<file path="config.mk">
export PLATFORM = sky130hd
export DESIGN_NAME = button_toggle_relay_controller
export DESIGN_NICKNAME = d
export VERILOG_FILES = /design/src/hw/rtl/btrc_pkg.sv /design/src/hw/rtl/button_toggle_relay_controller.sv /design/src/hw/rtl/btrc_step.sv
export SDC_FILE = /design/constraint.sdc
export NUM_CORES = 1
export LEC_CHECK = 0
export BUFFER_PORTS_ARGS = -buffer_cell sky130_fd_sc_hd__buf_2
export CAP_MARGIN = 10
export CORE_ASPECT_RATIO = 1.75
export CORE_MARGIN = 10
export CORE_UTILIZATION = 60
export CTS_BUF_LIST = sky130_fd_sc_hd__clkbuf_8
export DETAILED_ROUTE_END_ITERATION = 16
export GPL_TIMING_DRIVEN = 0
export PLACE_DENSITY = 0.83
export SLEW_MARGIN = 20
export SYNTH_ARGS = -nofsm -noshare
export SYNTH_HDL_FRONTEND = slang
export SYNTH_SLANG_ARGS = --single-unit
</file>
<file path="constraint.sdc">
create_clock -name clk_i -period 7.59 [get_ports clk_i]
set_input_delay 1.518 -clock clk_i [delete_from_list [all_inputs] [get_ports clk_i]]
set_output_delay 1.518 -clock clk_i [all_outputs]
set_load 0.01 [all_outputs]
</file>
<file path="src/hw/rtl/btrc_pkg.sv">
// ----------------------------------------------------------------------------
// btrc_pkg
// Types and constants shared by the button, toggle and relay controller.
// ----------------------------------------------------------------------------
package btrc_pkg;

  typedef enum logic [1:0] {
    REQ_TICK  = 2'd0,
    REQ_PIN   = 2'd1,
    REQ_READ  = 2'd2,
    REQ_WRITE = 2'd3
  } req_e;

  localparam logic [2:0] ADDR_RELAY  = 3'd0;
  localparam logic [2:0] ADDR_LED    = 3'd1;
  localparam logic [2:0] ADDR_BUTTON = 3'd2;
  localparam logic [2:0] ADDR_TOGGLE = 3'd3;
  localparam logic [2:0] ADDR_FOLLOW = 3'd4;

  localparam logic [1:0] CFG_DEBOUNCE   = 2'd0;
  localparam logic [1:0] CFG_TICKS_SEC  = 2'd1;
  localparam logic [1:0] CFG_LONG_PRESS = 2'd2;

  localparam logic [7:0] DEBOUNCE_RESET   = 8'd10;
  localparam logic [6:0] TICKS_SEC_RESET  = 7'd100;
  localparam logic [7:0] LONG_PRESS_RESET = 8'd10;

  localparam logic [7:0] STABLE_MAX = 8'hFF;
  localparam logic [1:0] BLINK_MAX  = 2'd3;
  localparam logic [1:0] BLINK_RESTART = 2'd2;

  typedef struct packed {
    logic        raw_pressed;
    logic [7:0]  stable_count;
    logic        button_pressed;
    logic        toggle_bit;
    logic        relay_bit;
    logic        led_bit;
    logic        follow_mode;
    logic [6:0]  tick_prescale;
    logic [31:0] seconds_count;
    logic [31:0] event_second;
    logic        long_handled;
    logic [1:0]  blink_count;
  } state_t;

  localparam state_t STATE_RESET = '{
    raw_pressed:    1'b0,
    stable_count:   8'd0,
    button_pressed: 1'b0,
    toggle_bit:     1'b1,
    relay_bit:      1'b1,
    led_bit:        1'b1,
    follow_mode:    1'b1,
    tick_prescale:  7'd0,
    seconds_count:  32'd0,
    event_second:   32'd0,
    long_handled:   1'b0,
    blink_count:    2'd0
  };

  typedef struct packed {
    logic       read_data;
    logic       relay_drive;
    logic       led_lit;
    logic [4:0] changed_mask;
    logic       save_settings;
    logic [1:0] settings_byte;
    logic       factory_reset;
    logic       restart;
  } result_t;

  typedef struct packed {
    logic [7:0] debounce_ticks;
    logic [6:0] ticks_per_second;
    logic [7:0] long_press_seconds;
  } cfg_t;

endpackage

</file>
<file path="src/hw/rtl/button_toggle_relay_controller.sv">
// ----------------------------------------------------------------------------
// button_toggle_relay_controller
// Debounced toggle button with long-press factory reset, driving a relay
// and an LED, with a small register access path.
// ----------------------------------------------------------------------------
//  channel  | handshake                | payload
//  ---------+--------------------------+-------------------------------------
//  in       | in_valid_i / in_stall_o  | req_type, pin_level, reg_addr,
//           |                          | write_value
//  out      | out_valid_o / out_stall_i| read_data, relay_drive, led_lit,
//           |                          | changed_mask, save_settings,
//           |                          | settings_byte, factory_reset, restart
//  cfg      | cfg_valid_i / cfg_ready_o| cfg_index_i, cfg_data_i
//
// An accepted item sits in the input register while the step logic feeds the
// result register, which offers its result. One item is accepted per cycle
// unless the input stalls. State is updated as an item enters the result
// register. A stalled result holds and backs up the input register; the input
// stalls only while its register holds an item that cannot advance. Reset
// clears the valid flags and loads state and configuration, not the payloads.
// ----------------------------------------------------------------------------
module button_toggle_relay_controller (
  input  logic       clk_i,
  input  logic       rst_ni,
  input  logic       in_valid_i,
  output logic       in_stall_o,
  input  logic [1:0] req_type_i,
  input  logic       pin_level_i,
  input  logic [2:0] reg_addr_i,
  input  logic       write_value_i,
  output logic       out_valid_o,
  input  logic       out_stall_i,
  output logic       read_data_o,
  output logic       relay_drive_o,
  output logic       led_lit_o,
  output logic [4:0] changed_mask_o,
  output logic       save_settings_o,
  output logic [1:0] settings_byte_o,
  output logic       factory_reset_o,
  output logic       restart_o,
  input  logic       cfg_valid_i,
  output logic       cfg_ready_o,
  input  logic [1:0] cfg_index_i,
  input  logic [7:0] cfg_data_i
);

  btrc_pkg::cfg_t    cfg_q;
  btrc_pkg::state_t  state_q;
  btrc_pkg::state_t  state_d;
  btrc_pkg::result_t res_q;
  btrc_pkg::result_t res_d;

  logic           in_valid_q;
  btrc_pkg::req_e req_q;
  logic           pin_q;
  logic [2:0]     addr_q;
  logic           wval_q;
  logic           out_valid_q;
  logic           out_free;
  logic           advance;

  assign cfg_ready_o = 1'b1;

  always_ff @(posedge clk_i or negedge rst_ni) begin
    if (!rst_ni) begin
      cfg_q.debounce_ticks     <= btrc_pkg::DEBOUNCE_RESET;
      cfg_q.ticks_per_second   <= btrc_pkg::TICKS_SEC_RESET;
      cfg_q.long_press_seconds <= btrc_pkg::LONG_PRESS_RESET;
    end else if (cfg_valid_i && cfg_ready_o) begin
      case (cfg_index_i)
        btrc_pkg::CFG_DEBOUNCE:   cfg_q.debounce_ticks     <= cfg_data_i;
        btrc_pkg::CFG_TICKS_SEC:  cfg_q.ticks_per_second   <= cfg_data_i[6:0];
        btrc_pkg::CFG_LONG_PRESS: cfg_q.long_press_seconds <= cfg_data_i;
        default: ; // unmapped index: drop
      endcase
    end
  end

  assign out_free   = !out_valid_q || !out_stall_i;
  assign advance    = in_valid_q && out_free;
  assign in_stall_o = in_valid_q && !out_free;

  // input register
  always_ff @(posedge clk_i or negedge rst_ni) begin
    if (!rst_ni) begin
      in_valid_q <= 1'b0;
    end else if (!in_stall_o) begin
      in_valid_q <= in_valid_i;
    end
  end

  always_ff @(posedge clk_i) begin
    if (!in_stall_o && in_valid_i) begin
      req_q  <= btrc_pkg::req_e'(req_type_i);
      pin_q  <= pin_level_i;
      addr_q <= reg_addr_i;
      wval_q <= write_value_i;
    end
  end

  btrc_step u_step (
    .state_i       (state_q),
    .cfg_i         (cfg_q),
    .req_type_i    (req_q),
    .pin_level_i   (pin_q),
    .reg_addr_i    (addr_q),
    .write_value_i (wval_q),
    .state_o       (state_d),
    .result_o      (res_d)
  );

  always_ff @(posedge clk_i or negedge rst_ni) begin
    if (!rst_ni) begin
      state_q     <= btrc_pkg::STATE_RESET;
      out_valid_q <= 1'b0;
    end else begin
      if (advance) begin
        state_q <= state_d;
      end
      if (out_free) begin
        out_valid_q <= in_valid_q;
      end
    end
  end

  always_ff @(posedge clk_i) begin
    if (advance) begin
      res_q <= res_d;
    end
  end

  assign out_valid_o     = out_valid_q;
  assign read_data_o     = res_q.read_data;
  assign relay_drive_o   = res_q.relay_drive;
  assign led_lit_o       = res_q.led_lit;
  assign changed_mask_o  = res_q.changed_mask;
  assign save_settings_o = res_q.save_settings;
  assign settings_byte_o = res_q.settings_byte;
  assign factory_reset_o = res_q.factory_reset;
  assign restart_o       = res_q.restart;

  a_stall_needs_item: assert property (@(posedge clk_i) disable iff (!rst_ni)
    in_stall_o |-> in_valid_q)
    else $error("input stalled with empty input register");

  a_item_reaches_output: assert property (@(posedge clk_i) disable iff (!rst_ni)
    advance |=> out_valid_q)
    else $error("advanced item missing from result register");

  a_freset_latched: assert property (@(posedge clk_i) disable iff (!rst_ni)
    (out_valid_q && (res_q.factory_reset || res_q.restart)) |-> state_q.long_handled)
    else $error("reset pulse without long press recorded");

  a_blink_after_press: assert property (@(posedge clk_i) disable iff (!rst_ni)
    (state_q.blink_count != 2'd0) |-> state_q.long_handled)
    else $error("blink count running without long press");

endmodule

</file>
<file path="src/hw/rtl/btrc_step.sv">
// ----------------------------------------------------------------------------
// btrc_step
// Next state and result for one request: debounce, toggle, relay follow,
// seconds prescaler, long-press detection and register access.
// ----------------------------------------------------------------------------
module btrc_step (
  input  btrc_pkg::state_t  state_i,
  input  btrc_pkg::cfg_t    cfg_i,
  input  btrc_pkg::req_e    req_type_i,
  input  logic              pin_level_i,
  input  logic [2:0]        reg_addr_i,
  input  logic              write_value_i,
  output btrc_pkg::state_t  state_o,
  output btrc_pkg::result_t result_o
);

  btrc_pkg::state_t s;
  logic        adopt;
  logic        press;
  logic [7:0]  presc_inc;
  logic [31:0] sec_inc;
  logic [31:0] held_secs;
  logic        rd;
  logic [4:0]  changed;
  logic        save;
  logic        freset;
  logic        rst;

  assign adopt     = (state_i.stable_count >= cfg_i.debounce_ticks) &&
                     (state_i.raw_pressed != state_i.button_pressed);
  assign press     = adopt && state_i.raw_pressed;
  assign presc_inc = {1'b0, state_i.tick_prescale} + 8'd1;
  assign sec_inc   = state_i.seconds_count + 32'd1;

  always_comb begin
    s         = state_i;
    rd        = 1'b0;
    changed   = '0;
    save      = 1'b0;
    freset    = 1'b0;
    rst       = 1'b0;
    held_secs = sec_inc - s.event_second;
    case (req_type_i)
      btrc_pkg::REQ_TICK: begin
        if (adopt) begin
          s.button_pressed = state_i.raw_pressed;
          s.event_second   = state_i.seconds_count;
          changed[btrc_pkg::ADDR_BUTTON] = 1'b1;
          if (press) begin
            s.toggle_bit = ~state_i.toggle_bit;
            changed[btrc_pkg::ADDR_TOGGLE] = 1'b1;
          end
          if (state_i.follow_mode) begin
            s.relay_bit = s.toggle_bit;
            changed[btrc_pkg::ADDR_RELAY] = 1'b1;
            save = 1'b1;
          end
        end
        if (state_i.stable_count != btrc_pkg::STABLE_MAX) begin
          s.stable_count = state_i.stable_count + 8'd1;
        end
        held_secs = sec_inc - s.event_second;
        if (presc_inc < {1'b0, cfg_i.ticks_per_second}) begin
          s.tick_prescale = presc_inc[6:0];
        end else begin
          // one second passed
          s.tick_prescale = '0;
          s.seconds_count = sec_inc;
          if (!state_i.long_handled && s.button_pressed &&
              (held_secs > {24'd0, cfg_i.long_press_seconds})) begin
            s.long_handled = 1'b1;
            freset = 1'b1;
          end
          if (s.long_handled) begin
            if (state_i.blink_count != btrc_pkg::BLINK_MAX) begin
              s.blink_count = state_i.blink_count + 2'd1;
            end
            rst = (s.blink_count >= btrc_pkg::BLINK_RESTART);
          end
        end
      end
      btrc_pkg::REQ_PIN: begin
        s.raw_pressed  = ~pin_level_i;
        s.stable_count = '0;
      end
      btrc_pkg::REQ_READ: begin
        case (reg_addr_i)
          btrc_pkg::ADDR_RELAY:  rd = state_i.relay_bit;
          btrc_pkg::ADDR_LED:    rd = state_i.led_bit;
          btrc_pkg::ADDR_BUTTON: rd = state_i.button_pressed;
          btrc_pkg::ADDR_TOGGLE: rd = state_i.toggle_bit;
          btrc_pkg::ADDR_FOLLOW: rd = state_i.follow_mode;
          default:               rd = 1'b0;
        endcase
      end
      btrc_pkg::REQ_WRITE: begin
        case (reg_addr_i)
          btrc_pkg::ADDR_RELAY: begin
            s.relay_bit = write_value_i;
            changed[btrc_pkg::ADDR_RELAY] = 1'b1;
            save = 1'b1;
          end
          btrc_pkg::ADDR_LED: begin
            s.led_bit = write_value_i;
            changed[btrc_pkg::ADDR_LED] = 1'b1;
          end
          btrc_pkg::ADDR_FOLLOW: begin
            s.follow_mode = write_value_i;
            changed[btrc_pkg::ADDR_FOLLOW] = 1'b1;
            save = 1'b1;
          end
          default: ; // read-only or unmapped: drop
        endcase
      end
      default: ;
    endcase
  end

  assign state_o = s;

  always_comb begin
    result_o.read_data     = rd;
    result_o.relay_drive   = s.relay_bit;
    // blink overrides the LED once a long press was seen
    result_o.led_lit       = s.long_handled ? s.seconds_count[0] : s.led_bit;
    result_o.changed_mask  = changed;
    result_o.save_settings = save;
    result_o.settings_byte = {s.follow_mode, s.relay_bit};
    result_o.factory_reset = freset;
    result_o.restart       = rst;
  end

endmodule
</file>
==> impl_metrics.tcl <==
set metrics [dict create \
    end_kind "flip-flop" \
    p_per_area_nw_per_um2 206 \
    grt_pass1_wl_mm 39.6 \
    synth_common_cells "102 x dfrtp_1, 86 x nand2_1, 64 x nor2_1, 64 x o21ai_0, 56 x ha_1" \
    syn_area_um2 9350 \
    clk_pin_slew_worst_paths_ns 0.09 \
    design_area_um2 10200 \
    insertion_delay_ns 0.45 \
    period_needed_ns 7.30 \
    wl_mm 24.7 \
    grtUsageTotal_pct 23.4 \
    design_power_total_mw 2.11 \
    status "finished clean" \
    core.rowCount 60 \
    drv_slew 0 \
    drv_cap 0 \
    path_max_fanout 10 \
    worst-path-buf-inv 4 \
    critPathKind "flip-flop to flip-flop" \
    period_share_pct 96.2 \
    worst_ep_arrival_time_ns 7.58 \
    fill_cells 1215 \
    dieHeight_um 185 \
    hold_violations 0 \
    utilization_pct 66.7 \
    syn-num-nets 1078 \
    grt_pass1_vias 7975 \
    cp_slowest_cell "clkbuf_1" \
    wl_per_cell_um 19.7 \
    antenna_found_initial 0 \
    drc 0 \
    fmax_ghz 0.137 \
    place_area_um2 9790 \
    clockBufferDepth 2 \
    diodes 0 \
    dp_hpwl_mm 18.7 \
    max-slew-margin-rel_pct 31.1 \
    grt_max_degree 69 \
    skew_ns 0.0149 \
    holdBufCountCts 0 \
    die_area_um2 21200 \
    tns_ns 0 \
    clock-sinks 132 \
    synth_edf_count 19 \
    vdd_ir_drop_max_uv 225 \
    hold_class "flip-flop to flip-flop" \
    cts_tree "done" \
    cts-root-buf "clkbuf_8" \
    overflow 0 \
    yosys-top-cells-area "dfrtp_1 27%, ha_1 7.5%, mux2_2 6.3%" \
    synth.top_cell.area_share_pct 27.3 \
    htreeDepth 4 \
    p_leak_nw 4.96 \
    drive_gt1_share_pct 16.0 \
    place_congestion 0.949 \
    die_x_um 114 \
    synth_area_leader_cell "dfrtp_1" \
    via_per_inst 6.27 \
    ant_nets 0 \
    initial_core_util_pct 61.0 \
    cp.required_ns 7.87 \
    port_buffers 36 \
    dr.pass1.iters 7 \
    worstPathCellList "inv_1 > ha_1 > nand2b_1 > a2111oi_4 > o211ai_1 > nand2_1 > clkbuf_2 > clkbuf_1 > mux2i_1 > ha_1 > clkbuf_1 > a21oi_1 > o21ai_0 > a21o_1 > a31o_2 > a221oi_1 > or2_2 > o211ai_1 > nor3_1 > nor4b_1 > nand4b_1 > nor4_4 > o21ai_2 > a311oi_2" \
    seq_area_frac_synth_pct 36.5 \
    initialDrtViolationCount 451 \
    finalNetCount 1135 \
    ys.flop_type "dfrtp_1" \
    synth-seq-cells 132 \
    ys_types 81 \
    area_growth_pct 9.34 \
    ys_async_sr_fraction_pct 85.6 \
    worst_slew_pin_slew_ns 1.03 \
    cts_buffers 17 \
    syn_area_per_cell_um2 9.36 \
    synth_most_common_cell "dfrtp_1" \
    syn_inst 999 \
    start_kind "flip-flop" \
    holdWs_ns 0.482 \
    synth_warnings 0 \
    setup_viol 0 \
    design.portCount 38 \
    slowest_delay_ns 0.67 \
    cpLargestDelayFamily "compound AO/OA/AOI/OAI gates" \
    num_vias 7873 \
    core_area_um2 15300 \
]
state kept, by name (all words and copies together), names as in the netlist:
register         flops
led_lit_o            1
addr_q               3
state_q             88
factory_reset_o      1
in_valid_q           1
restart_o            1
out_valid_o          1
changed_mask_o       5
settings_byte_o      2
read_data_o          1
wval_q               1
pin_q                1
cfg_q               23
save_settings_o      1
req_q                2
stage by stage:
stage / setup slack (ns) / instances
3_5_place_dp: -0.827 / 1222
3_3_place_gp: -0.791 / 1221
5_1_grt: -0.00181 / 1255
2_1_floorplan: 1.21 / 999
6_report: 0.286 / 1255
4_1_cts: 0.0219 / 1254
layout make-up:
cell class	count	area (um^2)	share of cell area, %
Sequential cell	132	3410	33.4
Clock buffer	18	248	2.42
Buffer	51	218	2.13
Clock inverter	14	141	1.38
Timing Repair Buffer	38	221	2.17
Multi-Input combinational cell	770	5570	54.5
Inverter	46	173	1.69
Tap cell	186	233	2.28
placed cells by master, fill, tap and decap left out, types with 22 or more instances in the layout:
cell type,count
dfrtp_1,102
nand2_1,86
nor2_1,64
o21ai_0,63
ha_1,56
xnor2_1,52
mux2_2,52
a21oi_1,47
inv_1,46
buf_2,40
xor2_1,40
clkbuf_1,38
nand3_1,35
mux2i_1,31
nand4_1,22
metal layers:
layer | global-route usage [%] | share of wire, % | wire [um] | vias to the layer above
met5 | 0 | 0 | 0 | -
met4 | 15.5 | 6.5 | 1610 | 0
met3 | 2.92 | 3.4 | 828 | 105
li1 | - | - | - | 3726
met2 | 44.1 | 55 | 13600 | 257
met1 | 22.8 | 35 | 8700 | 3785
final timing paths:
path / from / to / slack (ns) / cells after the start
max: state_q[79] / led_lit_o / 0.29 / 24
min in group asynchronous: rst_ni / state_q[35] / 0.99 / 1
min: pin_q / state_q[87] / 0.48 / 1
max in group asynchronous: rst_ni / state_q[74] / 5.89 / 2
min reg2reg: pin_q / state_q[87] / 0.48 / 1
max reg2reg: state_q[79] / led_lit_o / 0.29 / 24
timing repair:
| item | CTS | global route |
|---|---|---|
| setup endpoints to repair | 6 | 6 |
| buffers inserted | 0 | 1 |
| pin swaps | 0 | 1 |
| gates resized for setup | 5 | 5 |
cells by family after synthesis:
group                    synth area share, %
XOR/XNOR                                8.62
AO/OA/AOI/OAI                           16.1
buffers and inverters                   4.12
AND/OR/NAND/NOR                         16.9
flip-flops                              36.5
multiplexers                            9.83
other                                 0.0401
adder cells (fa/ha/maj)                 7.93
worst reg2reg max path, cell delays in order, from the launching register on:
cell and delay, ns:
dfrtp_1 0.42, inv_1 0.12, ha_1 0.23, nand2b_1 0.19, a2111oi_4 0.48, o211ai_1 0.24
nand2_1 0.16, clkbuf_2 0.35, clkbuf_1 0.67, mux2i_1 0.27, ha_1 0.25, clkbuf_1 0.23
a21oi_1 0.37, o21ai_0 0.22, a21o_1 0.26, a31o_2 0.29, a221oi_1 0.61, or2_2 0.24
o211ai_1 0.08, nor3_1 0.18, nor4b_1 0.40, nand4b_1 0.21, nor4_4 0.29, o21ai_2 0.11
a311oi_2 0.26
power breakdown:
part | internal (mW) | total (mW) | switching, mW
sequential | 0.794 | 0.858 | 0.0635
combinational | 0.286 | 0.664 | 0.378
clock | 0.276 | 0.588 | 0.312
Note: power is estimated with default switching activity, not from simulation.
